## src/design/tgrf_pkg.sv

```systemverilog
// Shared types, codes and constants for the touch glove rejection filter.
`default_nettype none

package tgrf_pkg;

    // Default slot counts
    localparam int SLOTS_DEF          = 10;
    localparam int FILTERED_SLOTS_DEF = 4;

    // Field widths
    localparam int SLOT_W     = 4;
    localparam int POS_W      = 16;
    localparam int PRESS_W    = 16;
    localparam int TIME_W     = 32;
    localparam int CFG_IDX_W  = 2;
    localparam int CFG_DATA_W = 16;

    // Register reset values
    localparam logic [15:0] WINDOW_RST    = 16'd500;
    localparam logic [15:0] THRESHOLD_RST = 16'd30;

    // Register indexes
    typedef enum logic [CFG_IDX_W-1:0] {
        CFG_HOLSTER = 2'd0,
        CFG_WINDOW  = 2'd1,
        CFG_THRESH  = 2'd2
    } cfg_idx_t;

    // Pad-wide contact mode
    typedef enum logic [1:0] {
        MODE_INIT   = 2'd0,
        MODE_FINGER = 2'd1,
        MODE_ZERO   = 2'd2,
        MODE_GLOVE  = 2'd3
    } mode_t;

    // Result status codes
    localparam logic [1:0] ST_NONE    = 2'd0;
    localparam logic [1:0] ST_PRESS   = 2'd1;
    localparam logic [1:0] ST_RELEASE = 2'd2;

    // Contact kinds
    localparam logic [1:0] KIND_FINGER  = 2'd0;
    localparam logic [1:0] KIND_GLOVE   = 2'd1;
    localparam logic [1:0] KIND_STYLUS  = 2'd2;
    localparam logic [1:0] KIND_UNKNOWN = 2'd3;

    // Configuration register file
    typedef struct packed {
        logic        holster_on;
        logic [15:0] window;
        logic [15:0] threshold;
    } cfg_t;

    // Stored state of one filtered slot
    typedef struct packed {
        logic              anchor_valid;
        logic [POS_W-1:0]  anchor_x;
        logic [POS_W-1:0]  anchor_y;
        logic [TIME_W-1:0] release_time;
    } slot_state_t;

    // Decision for one filtered contact
    typedef struct packed {
        logic  report;
        mode_t mode_next;
        logic  stamp_release;
        logic  latch_anchor;
    } judge_t;

endpackage

`default_nettype wire

```

## src/design/tgrf_judge.sv

```systemverilog
// Decision logic for a glove or finger contact in a filtered slot.
`default_nettype none

module tgrf_judge (
    input  var tgrf_pkg::cfg_t                cfg,
    input  var tgrf_pkg::mode_t               mode,
    input  var tgrf_pkg::slot_state_t         cur,
    input  wire logic [tgrf_pkg::POS_W-1:0]   pos_x,
    input  wire logic [tgrf_pkg::POS_W-1:0]   pos_y,
    input  wire logic [1:0]                   contact_kind,
    input  wire logic [tgrf_pkg::TIME_W-1:0]  time_ms,
    output tgrf_pkg::judge_t                  decision
);
    import tgrf_pkg::*;

    logic [TIME_W-1:0] elapsed;
    logic              in_window;
    logic [POS_W-1:0]  dx;
    logic [POS_W-1:0]  dy;
    logic [31:0]       dx_sq;
    logic [31:0]       dy_sq;
    logic [32:0]       dist_sq;
    logic [31:0]       thr_sq;
    logic              moved_far;

    // Time since last release, wrapped and read as signed: positive and within window
    assign elapsed   = time_ms - cur.release_time;
    assign in_window = (elapsed != '0) && !elapsed[TIME_W-1]
                       && (elapsed <= {16'd0, cfg.window});

    // Squared movement from the anchor against squared threshold
    assign dx      = (cur.anchor_x > pos_x) ? cur.anchor_x - pos_x : pos_x - cur.anchor_x;
    assign dy      = (cur.anchor_y > pos_y) ? cur.anchor_y - pos_y : pos_y - cur.anchor_y;
    assign dx_sq   = dx * dx;
    assign dy_sq   = dy * dy;
    assign dist_sq = {1'b0, dx_sq} + {1'b0, dy_sq};
    assign thr_sq  = cfg.threshold * cfg.threshold;
    assign moved_far = dist_sq >= {1'b0, thr_sq};

    // Mode transitions
    always_comb
    begin
        decision.report        = 1'b1;
        decision.mode_next     = mode;
        decision.stamp_release = 1'b0;
        decision.latch_anchor  = 1'b0;
        if (contact_kind == KIND_FINGER || cfg.holster_on)
        begin
            decision.mode_next = MODE_FINGER;
        end
        else if (contact_kind != KIND_UNKNOWN)
        begin
            unique case (mode)
                MODE_INIT:
                begin
                    decision.mode_next = MODE_GLOVE;
                end
                MODE_FINGER:
                begin
                    decision.report = 1'b0;
                    if (in_window)
                        decision.stamp_release = 1'b1;
                    else
                        decision.mode_next = MODE_ZERO;
                end
                MODE_ZERO:
                begin
                    decision.report = 1'b0;
                    if (!cur.anchor_valid)
                        decision.latch_anchor = 1'b1;
                    else if (moved_far)
                        decision.mode_next = MODE_GLOVE;
                end
                MODE_GLOVE:
                begin
                    decision.report = 1'b1;
                end
                default:
                begin
                    decision.report = 1'b1;
                end
            endcase
        end
    end

endmodule

`default_nettype wire

```

## src/design/touch_glove_rejection_filter.sv

```systemverilog
// Top level of the touch glove rejection filter.
// An accepted input beat reaches its first result beat through the input register,
// then the result register. Throughput: one contact beat per cycle while the
// result channel is not stalled; a release beat yields SLOTS result beats, one per
// cycle while not stalled, and holds the input register until its last is loaded.
// Reset (rst_n low, asynchronous): registers to defaults, pad mode init,
// no anchors, release times zero, both channels empty.
`default_nettype none

module touch_glove_rejection_filter #(
    parameter int SLOTS          = tgrf_pkg::SLOTS_DEF,
    parameter int FILTERED_SLOTS = tgrf_pkg::FILTERED_SLOTS_DEF
) (
    input  wire logic                              clk,
    input  wire logic                              rst_n,
    // configuration write port
    input  wire logic                              cfg_we,
    input  wire logic [tgrf_pkg::CFG_IDX_W-1:0]    cfg_index,
    input  wire logic [tgrf_pkg::CFG_DATA_W-1:0]   cfg_data,
    // input channel
    input  wire logic                              in_valid,
    output logic                                   in_stall,
    input  wire logic                              action,
    input  wire logic [tgrf_pkg::SLOT_W-1:0]       slot,
    input  wire logic [tgrf_pkg::POS_W-1:0]        pos_x,
    input  wire logic [tgrf_pkg::POS_W-1:0]        pos_y,
    input  wire logic [tgrf_pkg::PRESS_W-1:0]      pressure,
    input  wire logic [1:0]                        contact_kind,
    input  wire logic [tgrf_pkg::TIME_W-1:0]       time_ms,
    // result channel
    output logic                                   out_valid,
    input  wire logic                              out_stall,
    output logic [tgrf_pkg::SLOT_W-1:0]            out_slot,
    output logic [tgrf_pkg::POS_W-1:0]             out_x,
    output logic [tgrf_pkg::POS_W-1:0]             out_y,
    output logic [tgrf_pkg::PRESS_W-1:0]           out_pressure,
    output logic [1:0]                             status,
    output logic                                   last
);
    import tgrf_pkg::*;

    localparam int FIDX_W = (FILTERED_SLOTS > 1) ? $clog2(FILTERED_SLOTS) : 1;
    localparam logic [SLOT_W-1:0] LAST_SLOT = SLOT_W'(SLOTS - 1);

    // Configuration registers
    cfg_t cfg_reg;

    // Input register
    logic               s1_valid_reg;
    logic               s1_action_reg;
    logic [SLOT_W-1:0]  s1_slot_reg;
    logic [POS_W-1:0]   s1_x_reg;
    logic [POS_W-1:0]   s1_y_reg;
    logic [PRESS_W-1:0] s1_p_reg;
    logic [1:0]         s1_kind_reg;
    logic [TIME_W-1:0]  s1_time_reg;

    // Release sequence counter
    logic [SLOT_W-1:0]  rel_idx_reg;
    logic [SLOT_W-1:0]  rel_idx_next;

    // Pad and slot state
    mode_t              mode_reg;
    mode_t              mode_next;
    logic               anchor_valid_reg [FILTERED_SLOTS];
    logic [POS_W-1:0]   anchor_x_reg     [FILTERED_SLOTS];
    logic [POS_W-1:0]   anchor_y_reg     [FILTERED_SLOTS];
    logic [TIME_W-1:0]  release_time_reg [FILTERED_SLOTS];

    // Result register
    logic               out_valid_reg;
    logic               out_valid_next;
    logic [SLOT_W-1:0]  out_slot_reg;
    logic [SLOT_W-1:0]  out_slot_next;
    logic [POS_W-1:0]   out_x_reg;
    logic [POS_W-1:0]   out_x_next;
    logic [POS_W-1:0]   out_y_reg;
    logic [POS_W-1:0]   out_y_next;
    logic [PRESS_W-1:0] out_p_reg;
    logic [PRESS_W-1:0] out_p_next;
    logic [1:0]         status_reg;
    logic [1:0]         status_next;
    logic               last_reg;
    logic               last_next;

    // Control
    logic               out_free;
    logic               fire;
    logic               rel_last;
    logic               consume;
    logic               in_take;
    logic               in_range;
    logic               filtered;
    logic               empty;
    logic               filt_hit;
    logic               reported;
    logic               rel_start;
    logic [FIDX_W-1:0]  fidx;
    slot_state_t        cur_state;
    judge_t             jd;

    // Configuration writes
    always_ff @(posedge clk or negedge rst_n)
    begin
        if (!rst_n)
        begin
            cfg_reg.holster_on <= 1'b0;
            cfg_reg.window     <= WINDOW_RST;
            cfg_reg.threshold  <= THRESHOLD_RST;
        end
        else if (cfg_we)
        begin
            unique case (cfg_index)
                CFG_HOLSTER: cfg_reg.holster_on <= cfg_data[0];
                CFG_WINDOW:  cfg_reg.window     <= cfg_data;
                CFG_THRESH:  cfg_reg.threshold  <= cfg_data;
                default:     cfg_reg            <= cfg_reg;
            endcase
        end
    end

    // Handshake: the input register moves on once all its results are loaded
    assign out_free = !out_valid_reg || !out_stall;
    assign fire     = s1_valid_reg && out_free;
    assign rel_last = (rel_idx_reg == LAST_SLOT);
    assign consume  = fire && (!s1_action_reg || rel_last);
    assign in_stall = s1_valid_reg && !consume;
    assign in_take  = in_valid && !in_stall;

    // Contact classification
    assign in_range  = {1'b0, s1_slot_reg} < (SLOT_W + 1)'(SLOTS);
    assign filtered  = {1'b0, s1_slot_reg} < (SLOT_W + 1)'(FILTERED_SLOTS);
    assign empty     = (s1_x_reg == '0) && (s1_y_reg == '0);
    assign filt_hit  = !s1_action_reg && in_range && filtered && !empty;
    assign fidx      = s1_slot_reg[FIDX_W-1:0];
    assign rel_start = fire && s1_action_reg && (rel_idx_reg == '0);

    assign cur_state.anchor_valid = anchor_valid_reg[fidx];
    assign cur_state.anchor_x     = anchor_x_reg[fidx];
    assign cur_state.anchor_y     = anchor_y_reg[fidx];
    assign cur_state.release_time = release_time_reg[fidx];

    tgrf_judge u_judge (
        .cfg          (cfg_reg),
        .mode         (mode_reg),
        .cur          (cur_state),
        .pos_x        (s1_x_reg),
        .pos_y        (s1_y_reg),
        .contact_kind (s1_kind_reg),
        .time_ms      (s1_time_reg),
        .decision     (jd)
    );

    assign reported = !empty && (!filt_hit || jd.report);

    // Next mode and release counter
    always_comb
    begin
        mode_next    = mode_reg;
        rel_idx_next = rel_idx_reg;
        if (fire && filt_hit)
            mode_next = jd.mode_next;
        if (fire && s1_action_reg)
            rel_idx_next = rel_last ? '0 : rel_idx_reg + 1'b1;
    end

    // Result beat
    always_comb
    begin
        out_valid_next = out_valid_reg;
        out_slot_next  = out_slot_reg;
        out_x_next     = out_x_reg;
        out_y_next     = out_y_reg;
        out_p_next     = out_p_reg;
        status_next    = status_reg;
        last_next      = last_reg;
        if (out_free)
        begin
            out_valid_next = fire && (s1_action_reg || in_range);
            out_x_next     = '0;
            out_y_next     = '0;
            out_p_next     = '0;
            if (s1_action_reg)
            begin
                out_slot_next = rel_idx_reg;
                status_next   = (rel_idx_reg == '0) ? ST_RELEASE : ST_NONE;
                last_next     = rel_last;
            end
            else
            begin
                out_slot_next = s1_slot_reg;
                status_next   = reported ? ST_PRESS : ST_NONE;
                last_next     = 1'b1;
                if (reported)
                begin
                    out_x_next = s1_x_reg;
                    out_y_next = s1_y_reg;
                    out_p_next = s1_p_reg;
                end
            end
        end
    end

    // Control registers
    always_ff @(posedge clk or negedge rst_n)
    begin
        if (!rst_n)
        begin
            s1_valid_reg  <= 1'b0;
            rel_idx_reg   <= '0;
            mode_reg      <= MODE_INIT;
            out_valid_reg <= 1'b0;
        end
        else
        begin
            if (in_take)
                s1_valid_reg <= 1'b1;
            else if (consume)
                s1_valid_reg <= 1'b0;
            rel_idx_reg   <= rel_idx_next;
            mode_reg      <= mode_next;
            out_valid_reg <= out_valid_next;
        end
    end

    // Input payload and result payload
    always_ff @(posedge clk)
    begin
        if (in_take)
        begin
            s1_action_reg <= action;
            s1_slot_reg   <= slot;
            s1_x_reg      <= pos_x;
            s1_y_reg      <= pos_y;
            s1_p_reg      <= pressure;
            s1_kind_reg   <= contact_kind;
            s1_time_reg   <= time_ms;
        end
        out_slot_reg <= out_slot_next;
        out_x_reg    <= out_x_next;
        out_y_reg    <= out_y_next;
        out_p_reg    <= out_p_next;
        status_reg   <= status_next;
        last_reg     <= last_next;
    end

    // Per-slot anchor flags and release stamps
    always_ff @(posedge clk or negedge rst_n)
    begin
        if (!rst_n)
        begin
            for (int i = 0; i < FILTERED_SLOTS; i++)
            begin
                anchor_valid_reg[i] <= 1'b0;
                release_time_reg[i] <= '0;
            end
        end
        else if (rel_start)
        begin
            for (int i = 0; i < FILTERED_SLOTS; i++)
            begin
                anchor_valid_reg[i] <= 1'b0;
                if (mode_reg == MODE_FINGER)
                    release_time_reg[i] <= s1_time_reg;
            end
        end
        else if (fire && filt_hit)
        begin
            if (jd.latch_anchor)
                anchor_valid_reg[fidx] <= 1'b1;
            if (jd.stamp_release)
                release_time_reg[fidx] <= s1_time_reg;
        end
    end

    // Anchor positions, meaningful only while their flag is set
    always_ff @(posedge clk)
    begin
        if (fire && filt_hit && jd.latch_anchor)
        begin
            anchor_x_reg[fidx] <= s1_x_reg;
            anchor_y_reg[fidx] <= s1_y_reg;
        end
    end

    assign out_valid    = out_valid_reg;
    assign out_slot     = out_slot_reg;
    assign out_x        = out_x_reg;
    assign out_y        = out_y_reg;
    assign out_pressure = out_p_reg;
    assign status       = status_reg;
    assign last         = last_reg;

endmodule

`default_nettype wire

```

## config.mk

```make
export PLATFORM = sky130hd
export DESIGN_NAME = touch_glove_rejection_filter
export DESIGN_NICKNAME = d
export VERILOG_FILES = /design/src/design/tgrf_pkg.sv /design/src/design/tgrf_judge.sv /design/src/design/touch_glove_rejection_filter.sv
export SDC_FILE = /design/constraint.sdc
export NUM_CORES = 2
export LEC_CHECK = 0
export ABC_AREA = 1
export BUFFER_PORTS_ARGS = -buffer_cell sky130_fd_sc_hd__buf_2
export CAP_MARGIN = 0
export CORE_MARGIN = 5
export CORE_UTILIZATION = 45
export DETAILED_ROUTE_END_ITERATION = 8
export SETUP_SLACK_MARGIN = 0.5
export SYNTH_ARGS = -nofsm -noshare
export SYNTH_HDL_FRONTEND = slang
export SYNTH_HIERARCHICAL = 1
export SYNTH_SLANG_ARGS = --single-unit
```

## constraint.sdc

```tcl
create_clock -name clk -period 10.4 [get_ports clk]
set_input_delay 0.52 -clock clk [delete_from_list [all_inputs] [get_ports clk]]
set_output_delay 0.52 -clock clk [all_outputs]
set_load 0.02 [all_outputs]
```

==> results.rst <==
.. list-table::
   :header-rows: 1

   * - Metric
     - Value
   * - Run status
     - finished with violations
   * - Violations in the final reports
     - setup timing
   * - CTS sink cnt
     - 445
   * - Crit path largest cell delay
     - 0.59 ns
   * - Post-CTS clock slew at the launch and capture registers of the worst setup and hold paths
     - 0.06 ns
   * - Element type at the critical path start
     - register
   * - Chip height
     - 332.3 um
   * - Routed via count
     - 36110
   * - Syn Area/Cell
     - 8.706 um^2
   * - Die Wd
     - 332.3 um
   * - Per-cell via count in the routed design
     - 4.911
   * - Half-perimeter wire length after placement
     - 96580 um
   * - Critical-path cell with the highest stage delay
     - fa_1
   * - H-tree depth reported by CTS
     - 2
   * - WP data required
     - 10.85 ns
   * - Drt total wl
     - 121200 um
   * - Number of max-cap violations
     - 0
   * - Final-stage net count
     - 7035
   * - Placer's final routability congestion estimate
     - 0.9280
   * - Crit path capture type
     - register
   * - CP max FO
     - 14
   * - Setup Viol. Count Final
     - 1
   * - Crit path setup slack, layout
     - -0.3489 ns
   * - Standard-cell rows
     - 118
   * - Worst-margin pin slew
     - 1.137 ns
   * - Buffer depth of the longest clock path
     - 3
   * - Most used flip-flop cell after synthesis
     - edfxtp_1
   * - Classification of the worst-slack hold path
     - input port to asynchronous set/reset pin
   * - EDFF count, synth
     - 270
   * - Total of buffers placed on input and output ports
     - 166
   * - Floorplan die area
     - 110400 um^2
   * - Post-synthesis cell count
     - 5368
   * - Area of the mapped netlist
     - 46730 um^2
   * - Async SR Flop Fraction
     - 0.3888
   * - Drt first pass iters
     - 6
   * - Max-slew violation count
     - 0
   * - Antenna violations before repair
     - 3
   * - Area added between synthesis and finish
     - 16.49%
   * - Tcrit/Tclk final
     - 1.034
   * - Worst hold margin
     - 0.06494 ns
   * - Final count of hold timing violations
     - 0
   * - RSZ-0062 raised after global routing
     - true
   * - Placement-stage cell area
     - 52270 um^2
   * - Total congestion overflow
     - 0
   * - Later-pin clock latency in the skew report
     - 0.58 ns
   * - Achievable clock frequency
     - 93.03 MHz
   * - Most area-consuming cells after synthesis
     - fa_1 (24%), edfxtp_1 (17%), ha_1 (12%), inv_1 (10%), dfrtp_1 (8.7%)
   * - Global Route Usage Sum
     - 0.2193
   * - Min Tclk post-route
     - 10.75 ns
   * - Synth cell types
     - 66
   * - Starting utilization of the core area
     - 0.4522
   * - Number of global-route vias before repair
     - 37480
   * - Clock tree from TritonCTS
     - done
   * - Worst Path Buf+Inv
     - 10
   * - Routed length per instance
     - 16.48 um
   * - I/O pins
     - 167
   * - Post-detailed-route DRC marker count
     - 0
   * - Clock root buffer
     - clkbuf_16
   * - Maximum number of pins on one net before global-route repair
     - 111
   * - Worst-case clock skew
     - 0.03333 ns
   * - Classification of the worst setup path
     - register to register
   * - Highest-count cells in the layout ignoring fill and taps
     - inv_1 (1253), nand2_1 (1004), fa_1 (546)
   * - Final design instance area without fill
     - 54440 um^2
   * - Synthesis Warnings
     - 6
   * - CTS buffer count
     - 43
   * - Hold-fix buffers, CTS
     - 0
   * - Fraction of layout instances using a drive strength above 1
     - 0.1579
   * - Share of synthesized area occupied by flip-flops and latches
     - 0.2672
   * - Most frequent standard cell in the layout excluding fill and tap cells
     - inv_1
   * - Count of state elements after synthesis
     - 445
   * - Data arrival time of the critical path
     - 11.20 ns
   * - Synth Net Count
     - 6466
   * - DRT iter0 DRCs
     - 2329
   * - Normalized max-slew margin
     - 0.2419
   * - Area share of the leading cell type in the synthesized netlist
     - 0.2386
   * - Core ar.
     - 103300 um^2
   * - Antenna-violating nets left
     - 0
   * - Biggest area consumer among synthesized cells
     - fa_1
   * - First-pass GRT wire length
     - 198100 um
   * - Flip-flop count of the largest register after layout
     - 128
   * - Top cell family by delay on the critical path
     - adder cells
repair_timing:
item,CTS,global route
setup endpoints to repair,1,1
pin swaps,23,53
cloned,2,2
buffers inserted,12,12
resized for setup,61,78
final cells by class:
type / count / area (um^2)
Timing Repair inverter: 1 / 16.27
Sequential cell: 445 / 12490
Multi-Input combinational cell: 3492 / 29070
Inverter: 1277 / 4818
Antenna cell: 2 / 5.005
Clock inverter: 19 / 153.9
Clock buffer: 60 / 1170
Timing Repair Buffer: 677 / 4990
Tap cell: 1380 / 1727
Fill cell: 9871 / 48910
cells in the mapped netlist (all sizes together) (3+ instances only):
master,count
a211oi,5
a21boi,8
a21o,9
a21oi,178
a22oi,56
a31oi,10
and2,4
buf,84
clkbuf,70
dfrtp,163
dfstp,10
edfxtp,270
fa,557
ha,431
inv,1276
mux2i,3
nand2,1031
nand3,234
nand3b,4
nand4,31
nor2,486
nor3,26
nor3b,4
nor4,10
o211ai,6
o21ai,202
o21bai,16
o221ai,3
o22ai,33
or2,6
xnor2,39
xor2,90
metrics by stage:
step | setup WS, ns | util | setup TNS [ns] | std cells
floorplan | 0.4119 | - | 0 | 5368
global placement | -0.6413 | 0.5057 | -0.6413 | 7244
detailed placement | -0.6851 | 0.5057 | -0.6851 | 7244
CTS | -0.1663 | 0.5223 | -0.1663 | 7337
global route | -0.9350 | 0.5267 | -0.9350 | 7352
finish | -0.3489 | 0.5268 | -0.3489 | 7353
logic make-up after synthesis:
kind of cell / share of synthesized area
buffers and inverters: 0.1225
xor gates and xnor gates: 0.02650
adders and majority gates: 0.3540
DFF: 0.2672
muxes: 0.0007228
AOI/OAI and AO/OA: 0.06672
and+or+nand+nor: 0.1624
worst reg2reg max path, delay by kind of cell, from the launching register on:
kind | cells | cell delay [ns]
fa+ha+maj | 11 | 5.02
compound gates | 11 | 1.84
simple gates | 22 | 1.79
buf+inv | 10 | 1.00
flops | 1 | 0.44
xor+xnor | 2 | 0.33
mux | 1 | 0.23
per-layer routing:
metal / share of wire / track usage / vias to the layer above
met1: 0.45 / 0.3076 / 17590
met4: 0.016 / 0.03836 / 4
li1: - / - / 17640
met5: 0.00020 / 0 / -
met3: 0.047 / 0.02421 / 127
met2: 0.49 / 0.3752 / 751
final timing paths:
| kind | slack (ns) | end | start | cells past startpoint |
|---|---|---|---|---|
| worst max-delay path | -0.35 | mode_reg[0] | register | 57 |
| worst min-delay path | 0.06 | release_time_reg[40] | rst_n | 1 |
| max in group asynchronous | 8.87 | cfg_reg[7] | rst_n | 2 |
| min in group clk | 0.12 | s1_time_reg[27] | time_ms[27] | 1 |
| worst max register to register | -0.35 | mode_reg[0] | register | 57 |
| worst min register to register | 0.47 | release_time_reg[103] | release_time_reg[103] | 2 |
Power is left out: the tool's default activity adds up to more than one toggle a clock period on the data nets, which glitch-free logic cannot reach.
